$ cat src/rtl/sbu_pkg.sv
// ----------------------------------------------------------------------------
// sbu_pkg: shared types and constants of the script branch unit
// Opcode and error codes, stack sizing and the word layouts that pass
// between the top level and the execute stage.
// ----------------------------------------------------------------------------
package sbu_pkg;

    // Return stack sizing
    localparam int STACK_DEPTH = 8;
    localparam int DEPTH_W     = $clog2(STACK_DEPTH + 1);
    localparam int PTR_W       = (STACK_DEPTH > 1) ? $clog2(STACK_DEPTH) : 1;

    // Loop label that marks no active loop
    localparam logic [15:0] NO_LOOP = 16'hFFFF;

    typedef enum logic [3:0] {
        OP_JUMP      = 4'd0,
        OP_FAR_JUMP  = 4'd1,
        OP_COND_JUMP = 4'd2,
        OP_CALL      = 4'd3,
        OP_FAR_CALL  = 4'd4,
        OP_RETURN    = 4'd5,
        OP_RETURN_IF = 4'd6,
        OP_COND_RET  = 4'd7,
        OP_LOOP      = 4'd8,
        OP_SWITCH    = 4'd9,
        OP_CASE      = 4'd10
    } opcode_t;

    typedef enum logic [1:0] {
        ERR_NONE      = 2'd0,
        ERR_OVERFLOW  = 2'd1,
        ERR_UNDERFLOW = 2'd2
    } error_t;

    // One decoded instruction word
    typedef struct packed {
        logic [3:0]         opcode;
        logic [31:0]        target_address;
        logic [3:0]         target_buffer;
        logic [31:0]        next_ip;
        logic [3:0]         current_buffer;
        logic               condition;
        logic               expected;
        logic [15:0]        loop_label;
        logic signed [31:0] loop_count;
        logic signed [31:0] operand_value;
    } item_t;

    // One result word
    typedef struct packed {
        logic [31:0] new_ip;
        logic [3:0]  new_buffer;
        logic        taken;
        logic [1:0]  error;
        logic [3:0]  depth_now;
    } result_t;

endpackage

$ cat src/rtl/sbu_exec.sv
// ----------------------------------------------------------------------------
// sbu_exec: execute stage of the script branch unit
// Holds the return stack, loop counter and switch value, resolves one
// instruction per cycle combinationally and commits state when fired.
// ----------------------------------------------------------------------------
module sbu_exec
    import sbu_pkg::*;
(
    input  logic    aclk,
    input  logic    aresetn,
    input  logic    fire,
    input  item_t   item,
    output result_t result
);

    // Return stack storage, no reset needed
    logic [31:0] ip_stack_reg  [STACK_DEPTH];
    logic [3:0]  buf_stack_reg [STACK_DEPTH];

    logic [DEPTH_W-1:0] depth_reg,    depth_next;
    logic [15:0]        label_reg,    label_next;
    logic [31:0]        remain_reg,   remain_next;
    logic [31:0]        switch_reg,   switch_next;

    logic               match;
    logic               full;
    logic               empty;
    logic [DEPTH_W-1:0] depth_dec;
    logic [PTR_W-1:0]   top_idx;
    logic [PTR_W-1:0]   push_idx;
    logic [31:0]        pop_ip;
    logic [3:0]         pop_buf;
    logic               push_en;
    logic [31:0]        loop_cur;
    logic [31:0]        loop_dec;

    assign match     = (item.condition == item.expected);
    assign full      = (depth_reg == DEPTH_W'(STACK_DEPTH));
    assign empty     = (depth_reg == '0);
    assign depth_dec = depth_reg - DEPTH_W'(1);
    assign top_idx   = depth_dec[PTR_W-1:0];
    assign push_idx  = depth_reg[PTR_W-1:0];
    assign pop_ip    = ip_stack_reg[top_idx];
    assign pop_buf   = buf_stack_reg[top_idx];

    // Continue the stored count on a label match, else restart it
    assign loop_cur = (label_reg != item.loop_label) ? 32'(item.loop_count) : remain_reg;
    assign loop_dec = loop_cur - 32'd1;

    // Resolve the instruction
    always_comb begin
        result.new_ip     = item.next_ip;
        result.new_buffer = item.current_buffer;
        result.taken      = 1'b0;
        result.error      = ERR_NONE;
        depth_next        = depth_reg;
        label_next        = label_reg;
        remain_next       = remain_reg;
        switch_next       = switch_reg;
        push_en           = 1'b0;

        unique case (item.opcode)
            OP_JUMP: begin
                result.new_ip = item.target_address;
                result.taken  = 1'b1;
            end
            OP_FAR_JUMP: begin
                result.new_ip     = item.target_address;
                result.new_buffer = item.target_buffer;
                result.taken      = 1'b1;
            end
            OP_COND_JUMP: begin
                if (match) begin
                    result.new_ip = item.target_address;
                    result.taken  = 1'b1;
                end
            end
            OP_CALL, OP_FAR_CALL: begin
                if (full) begin
                    result.error = ERR_OVERFLOW;
                end else begin
                    push_en       = 1'b1;
                    depth_next    = depth_reg + DEPTH_W'(1);
                    result.new_ip = item.target_address;
                    result.taken  = 1'b1;
                    if (item.opcode == OP_FAR_CALL) begin
                        result.new_buffer = item.target_buffer;
                    end
                end
            end
            OP_RETURN: begin
                if (empty) begin
                    result.error = ERR_UNDERFLOW;
                end else begin
                    depth_next        = depth_dec;
                    result.new_ip     = pop_ip;
                    result.new_buffer = pop_buf;
                    result.taken      = 1'b1;
                end
            end
            OP_RETURN_IF: begin
                // Depth is checked before the condition
                if (empty) begin
                    result.error = ERR_UNDERFLOW;
                end else if (match) begin
                    depth_next        = depth_dec;
                    result.new_ip     = pop_ip;
                    result.new_buffer = pop_buf;
                    result.taken      = 1'b1;
                end
            end
            OP_COND_RET: begin
                // Condition is checked before the depth
                if (match) begin
                    if (empty) begin
                        result.error = ERR_UNDERFLOW;
                    end else begin
                        depth_next        = depth_dec;
                        result.new_ip     = pop_ip;
                        result.new_buffer = pop_buf;
                        result.taken      = 1'b1;
                    end
                end
            end
            OP_LOOP: begin
                remain_next = loop_dec;
                if (loop_dec != 32'd0) begin
                    label_next    = item.loop_label;
                    result.new_ip = item.target_address;
                    result.taken  = 1'b1;
                end else begin
                    label_next = NO_LOOP;
                end
            end
            OP_SWITCH: begin
                switch_next = 32'(item.operand_value);
            end
            OP_CASE: begin
                if (switch_reg == 32'(item.operand_value)) begin
                    result.new_ip = item.target_address;
                    result.taken  = 1'b1;
                end
            end
            default: begin
            end
        endcase

        result.depth_now = 4'(depth_next);
    end

    // Commit control state
    always_ff @(posedge aclk) begin
        if (!aresetn) begin
            depth_reg  <= '0;
            label_reg  <= NO_LOOP;
            remain_reg <= '0;
            switch_reg <= '0;
        end else if (fire) begin
            depth_reg  <= depth_next;
            label_reg  <= label_next;
            remain_reg <= remain_next;
            switch_reg <= switch_next;
        end
    end

    // Push the return frame
    always_ff @(posedge aclk) begin
        if (fire && push_en) begin
            ip_stack_reg[push_idx]  <= item.next_ip;
            buf_stack_reg[push_idx] <= item.current_buffer;
        end
    end

endmodule

$ cat src/rtl/script_branch_unit_with_call_stack_top.sv
// ----------------------------------------------------------------------------
// script_branch_unit_with_call_stack_top: branch unit with return stack
// Input register, combinational execute stage and output register for
// control-flow instructions of a script machine.
// ----------------------------------------------------------------------------
//
//  Channel | Ports     | Word
//  --------+-----------+-------------------------------------------------
//  input   | s_valid   | opcode, targets, next_ip, buffers, condition,
//          | s_ready   | loop label and count, operand value
//  result  | m_valid   | new_ip, new_buffer, taken, error, depth_now
//          | m_ready   |
//
//  One word per cycle sustained while m_ready holds; the result is registered,
//  executing from the input register into the output register.
//  The execute stage resolves the word and updates stack, loop and switch
//  state in the same cycle, so each word sees the state left by the last.
//  Synchronous active-low reset clears depth, loop and switch state; stack
//  entries are not cleared. A stalled result holds the output word; the
//  input register takes one more word and then drops s_ready.
//
module script_branch_unit_with_call_stack_top
    import sbu_pkg::*;
(
    input  logic        aclk,
    input  logic        aresetn,

    input  logic        s_valid,
    output logic        s_ready,
    input  logic [3:0]  s_opcode,
    input  logic [31:0] s_target_address,
    input  logic [3:0]  s_target_buffer,
    input  logic [31:0] s_next_ip,
    input  logic [3:0]  s_current_buffer,
    input  logic        s_condition,
    input  logic        s_expected,
    input  logic [15:0] s_loop_label,
    input  logic signed [31:0] s_loop_count,
    input  logic signed [31:0] s_operand_value,

    output logic        m_valid,
    input  logic        m_ready,
    output logic [31:0] m_new_ip,
    output logic [3:0]  m_new_buffer,
    output logic        m_taken,
    output logic [1:0]  m_error,
    output logic [3:0]  m_depth_now
);

    logic    in_valid_reg;
    item_t   in_item_reg;
    logic    out_valid_reg;
    result_t out_reg;
    result_t exec_result;
    logic    out_free;
    logic    fire;

    // Advance when the output slot is empty or draining
    assign out_free = !out_valid_reg || m_ready;
    assign fire     = in_valid_reg && out_free;
    assign s_ready  = !in_valid_reg || out_free;

    // Hold the input word
    always_ff @(posedge aclk) begin
        if (!aresetn) begin
            in_valid_reg <= 1'b0;
        end else if (s_ready) begin
            in_valid_reg <= s_valid;
        end
    end

    always_ff @(posedge aclk) begin
        if (s_valid && s_ready) begin
            in_item_reg.opcode         <= s_opcode;
            in_item_reg.target_address <= s_target_address;
            in_item_reg.target_buffer  <= s_target_buffer;
            in_item_reg.next_ip        <= s_next_ip;
            in_item_reg.current_buffer <= s_current_buffer;
            in_item_reg.condition      <= s_condition;
            in_item_reg.expected       <= s_expected;
            in_item_reg.loop_label     <= s_loop_label;
            in_item_reg.loop_count     <= s_loop_count;
            in_item_reg.operand_value  <= s_operand_value;
        end
    end

    sbu_exec u_exec (
        .aclk    (aclk),
        .aresetn (aresetn),
        .fire    (fire),
        .item    (in_item_reg),
        .result  (exec_result)
    );

    // Hold the result word until taken
    always_ff @(posedge aclk) begin
        if (!aresetn) begin
            out_valid_reg <= 1'b0;
        end else if (out_free) begin
            out_valid_reg <= in_valid_reg;
        end
    end

    always_ff @(posedge aclk) begin
        if (fire) begin
            out_reg <= exec_result;
        end
    end

    assign m_valid      = out_valid_reg;
    assign m_new_ip     = out_reg.new_ip;
    assign m_new_buffer = out_reg.new_buffer;
    assign m_taken      = out_reg.taken;
    assign m_error      = out_reg.error;
    assign m_depth_now  = out_reg.depth_now;

endmodule

$ cat config.mk
export PLATFORM = sky130hd
export DESIGN_NAME = script_branch_unit_with_call_stack_top
export DESIGN_NICKNAME = d
export VERILOG_FILES = /design/src/rtl/sbu_pkg.sv /design/src/rtl/sbu_exec.sv /design/src/rtl/script_branch_unit_with_call_stack_top.sv
export SDC_FILE = /design/constraint.sdc
export NUM_CORES = 1
export LEC_CHECK = 0
export BUFFER_PORTS_ARGS = -buffer_cell sky130_fd_sc_hd__buf_4
export CAP_MARGIN = 10
export CORE_AREA = 2 2 206 208
export DETAILED_ROUTE_END_ITERATION = 10
export DIE_AREA = 0 0 208 210
export PLACE_DENSITY = 0.79
export SLEW_MARGIN = 10
export SYNTH_ARGS = -nofsm -noshare
export SYNTH_HDL_FRONTEND = slang
export SYNTH_SLANG_ARGS = --single-unit
$ cat constraint.sdc
create_clock -name aclk -period 8.2 [get_ports aclk]
set_input_delay 0.82 -clock aclk [delete_from_list [all_inputs] [get_ports aclk]]
set_output_delay 0.82 -clock aclk [all_outputs]
set_load 0.01 [all_outputs]
==> results.toml <==
[run_status]
outcome = "finished clean"

[setup_path]
worstSetupPathType = "reg -> reg"
max_stage_delay_ns = 0.59
cp_top_family = "simple AND/OR/NAND/NOR gates"
crit_end = "m_new_ip[26]"
start_kind = "flop"
path_buf_inv = 2
worstRegToRegCells = 16
cp_data_arrival_time_ns = 6.47
critPathMaxFanout = 58
path_cells = "xor2_1 > nor4_1 > nand4_1 > buf_4 > mux2i_1 > ha_1 > nor3b_1 > nand2_1 > nor4_1 > xnor2_1 > a32oi_1 > nor4_1 > and4_2 > buf_4 > nand3_4 > a21oi_1"
rr_startpoint = "in_item_reg[71]"
r2r_end = "m_new_ip[26]"
crit_cells = 16
cp-startpoint = "in_item_reg[71]"
crit_slowest_cell = "nor3b_1"
rrSetupSlack_ns = 2.17
crit_path_frequent_cell = "nor4_1"
critPathRequiredTime_ns = 8.64
crit_path_end_kind = "flop"

[routing]
drc = 0
top_layer = "met4"
drt-pass1-iter-count = 6
ant_nets = 0
wl_met3_um = 3790
wl_um = 53200
wl_met2_um = 26800
wl_per_cell_um = 21.7
num_vias = 15272
vias_per_cell = 6.22
drt_first_iter_violations = 1623
drt-met1-wl_um = 21300

[logic_synthesis]
postSynthCellCount = 1685
synth_top_family_by_area = "compound AO/OA/AOI/OAI gates"
synth_xor_area_share_pct = 3.33
synth-compound-area-share_pct = 9.72
ys_ff_latch = 575
yosysUniqueCellTypes = 72
synthAdderAreaFrac_pct = 0.204
synth_mux_area_share_pct = 8.42
ys_async_sr_fraction_pct = 0
ys.flop_type = "edfxtp_1"
yosysSeqAreaShare_pct = 67.0
yosys_warnings = 0
syn-num-nets = 1851
avgSynthCellArea_um2 = 14.5
synth_edf_count = 489
syn-cell-area_um2 = 24500
synthSimpleGateAreaFrac_pct = 9.17

[sta]
slew_viol_final = 0
finalSetupViolations = 0
min_period_ns = 6.03
finalCritPeriodShare_pct = 73.5
clock_skew_ns = 0.0290
fmax_ghz = 0.166
holdWs_ns = 0.380
relSlewSlack_pct = 22.8
fin_tns_setup_ns = 0
tightest_slew_ns = 1.16
rsz0062_at_grt = "false"
hold_violations = 0

[placement]
portBuffers = 206
hpwl_um = 30700
place_congestion = 0.860

[floorplan]
rows = 75
design.core.area_um2 = 41500
die_area_um2 = 43700
io-pin-count = 207
die_width_um = 208
die_y_um = 210
initial_core_util_pct = 59.0

[global_routing]
grt_pass1_vias = 15105
grt_max_degree = 88
grt-ovfl-total = 0
grt_pass1_wl_um = 82800
antenna_found_initial = 0
track_usage_pct = 24.2

[pwr]
powerDensity_nw_per_um2 = 222
combPwrFrac_pct = 7.0
clock_power_share_pct = 40.0
p_leak_nw = 9.52
p_sw_share_pct = 21.9
p_int_w = 0.00490
pwr-share-seq_pct = 53.0
total_power_w = 0.00628
ir_worst_vdd_mv = 0.160
switchingPower_w = 0.00138

[finish]
multi_input_area_um2 = 7670
largest_register_ffs = 256
fin_nets = 2033
final_common_cell = "edfxtp_1"
regArea_um2 = 16400
nFillCells = 2800
layout-drive-gt1-share_pct = 23.1
area_growth_pct = 15.7
layout_common_cells = "489 x edfxtp_1, 227 x buf_4, 139 x nand2_1"
antenna_cells = 0

[clock_tree]
clk_pin_slew_ns = 0.06
cts.root.buffer_cell = "clkbuf_16"
numCtsBuffers = 56
cts_resized = 0
cts_max_path_buffers = 3
postCtsSetupBuffers = 0
postCtsHoldBufs = 0
cts.sinks = 575
clock_latency_ns = 0.61
cts.htree.levels = 2
cts_tree = "built"

[min_path]
hold_class = "in -> reg"

[flow_run]
maxCapViolCount = 0
-- worst register-to-register path: cells and delay by family (launching register included) --
| family | cells | cell delay [ns] |
|---|---|---|
| DFF | 1 | 0.40 |
| adders and majority gates | 1 | 0.36 |
| buffers and inverters | 2 | 0.78 |
| xor gates and xnor gates | 2 | 0.34 |
| muxes | 1 | 0.34 |
| AOI/OAI and AO/OA | 2 | 0.43 |
| and+or+nand+nor | 8 | 3.20 |
-- cell families (layout without fill, tap and decap cells) --
group	after synthesis	count (layout)
buffers and inverters	120	350
and+or+nand+nor	431	431
AOI/OAI and AO/OA	346	346
muxes	116	116
adders and majority gates	4	4
xor gates and xnor gates	93	93
DFF	575	575
-- worst min-delay path by stage --
stage / slack, ns / end / start / depth (start not counted)
global placement: 0.46 / u_exec.switch_reg[2] / u_exec.switch_reg[2] / 2
CTS: 0.34 / in_item_reg[32] / s_loop_count[0] / 1
detailed placement: 0.47 / u_exec.switch_reg[6] / u_exec.switch_reg[6] / 2
finish: 0.38 / in_item_reg[32] / s_loop_count[0] / 1
global route: 0.36 / in_item_reg[43] / s_loop_count[11] / 1
floorplan: 0.46 / u_exec.switch_reg[22] / u_exec.switch_reg[22] / 2
-- power by group through the flow --
stage                     Clock [W]  Sequential [W]  Combinational, W
after floorplan                   0         0.00337          0.000276
after global placement            0         0.00339          0.000426
after detailed placement          0         0.00339          0.000436
after CTS                   0.00256         0.00333          0.000440
after global routing        0.00266         0.00334          0.000475
final                       0.00251         0.00333          0.000439
-- area by class of cell --
cell class | count | area share (%)
timing repair buffer | 227 | 6.02
clock buffer | 73 | 5.36
sequential | 575 | 57.9
clock inverter | 33 | 1.02
tap | 539 | 2.38
inverter | 17 | 0.225
multi-input combinational | 990 | 27.1
-- per-layer routing --
metal  up-vias  global-route usage [%]
met2       700                    41.0
met3       112                    4.10
met5         -                       0
li1       6909                       -
met1      7551                    32.4
met4         0                    7.61
-- stage by stage --
stage	utilization [%]	setup slack, ns	instances	instance area, um2
2_1_floorplan	-	2.33	1685	24500
3_3_place_gp	63.9	2.54	2348	26500
3_5_place_dp	63.9	2.30	2348	26500
4_1_cts	68.3	2.23	2454	28300
5_1_grt	68.3	1.52	2454	28300
6_report	68.3	2.17	2454	28300
-- cells in the mapped netlist, drive strengths merged (3+ instances only) --
cell / n / share of area (%)
o21ai: 67 / 1.4
a21oi: 108 / 2.3
o22ai: 4 / 0.10
o211a: 3 / 0.12
nor2b: 9 / 0.23
dfxtp: 86 / 7.0
a31oi: 6 / 0.15
and3: 4 / 0.11
a211o: 3 / 0.14
nand4b: 4 / 0.14
or2: 3 / 0.077
o2bb2ai: 34 / 1.2
clkbuf: 82 / 1.3
and2: 11 / 0.28
xnor2: 62 / 2.2
edfxtp: 489 / 60
a21boi: 50 / 1.5
a221o: 37 / 1.5
nand3: 17 / 0.40
nor2: 69 / 1.1
buf: 21 / 0.64
mux4: 72 / 6.6
o211ai: 4 / 0.12
ha: 4 / 0.20
nor3b: 24 / 0.74
nor4: 33 / 0.92
or3: 12 / 0.31
mux2i: 44 / 1.8
nor4b: 4 / 0.14
nand2: 141 / 2.2
nand2b: 8 / 0.20
inv: 16 / 0.25
nand4: 16 / 0.41
nor3: 62 / 1.5
xor2: 31 / 1.1
or4: 7 / 0.23
o21a: 4 / 0.12
a22oi: 7 / 0.24
(Power assumes the default switching activity.)
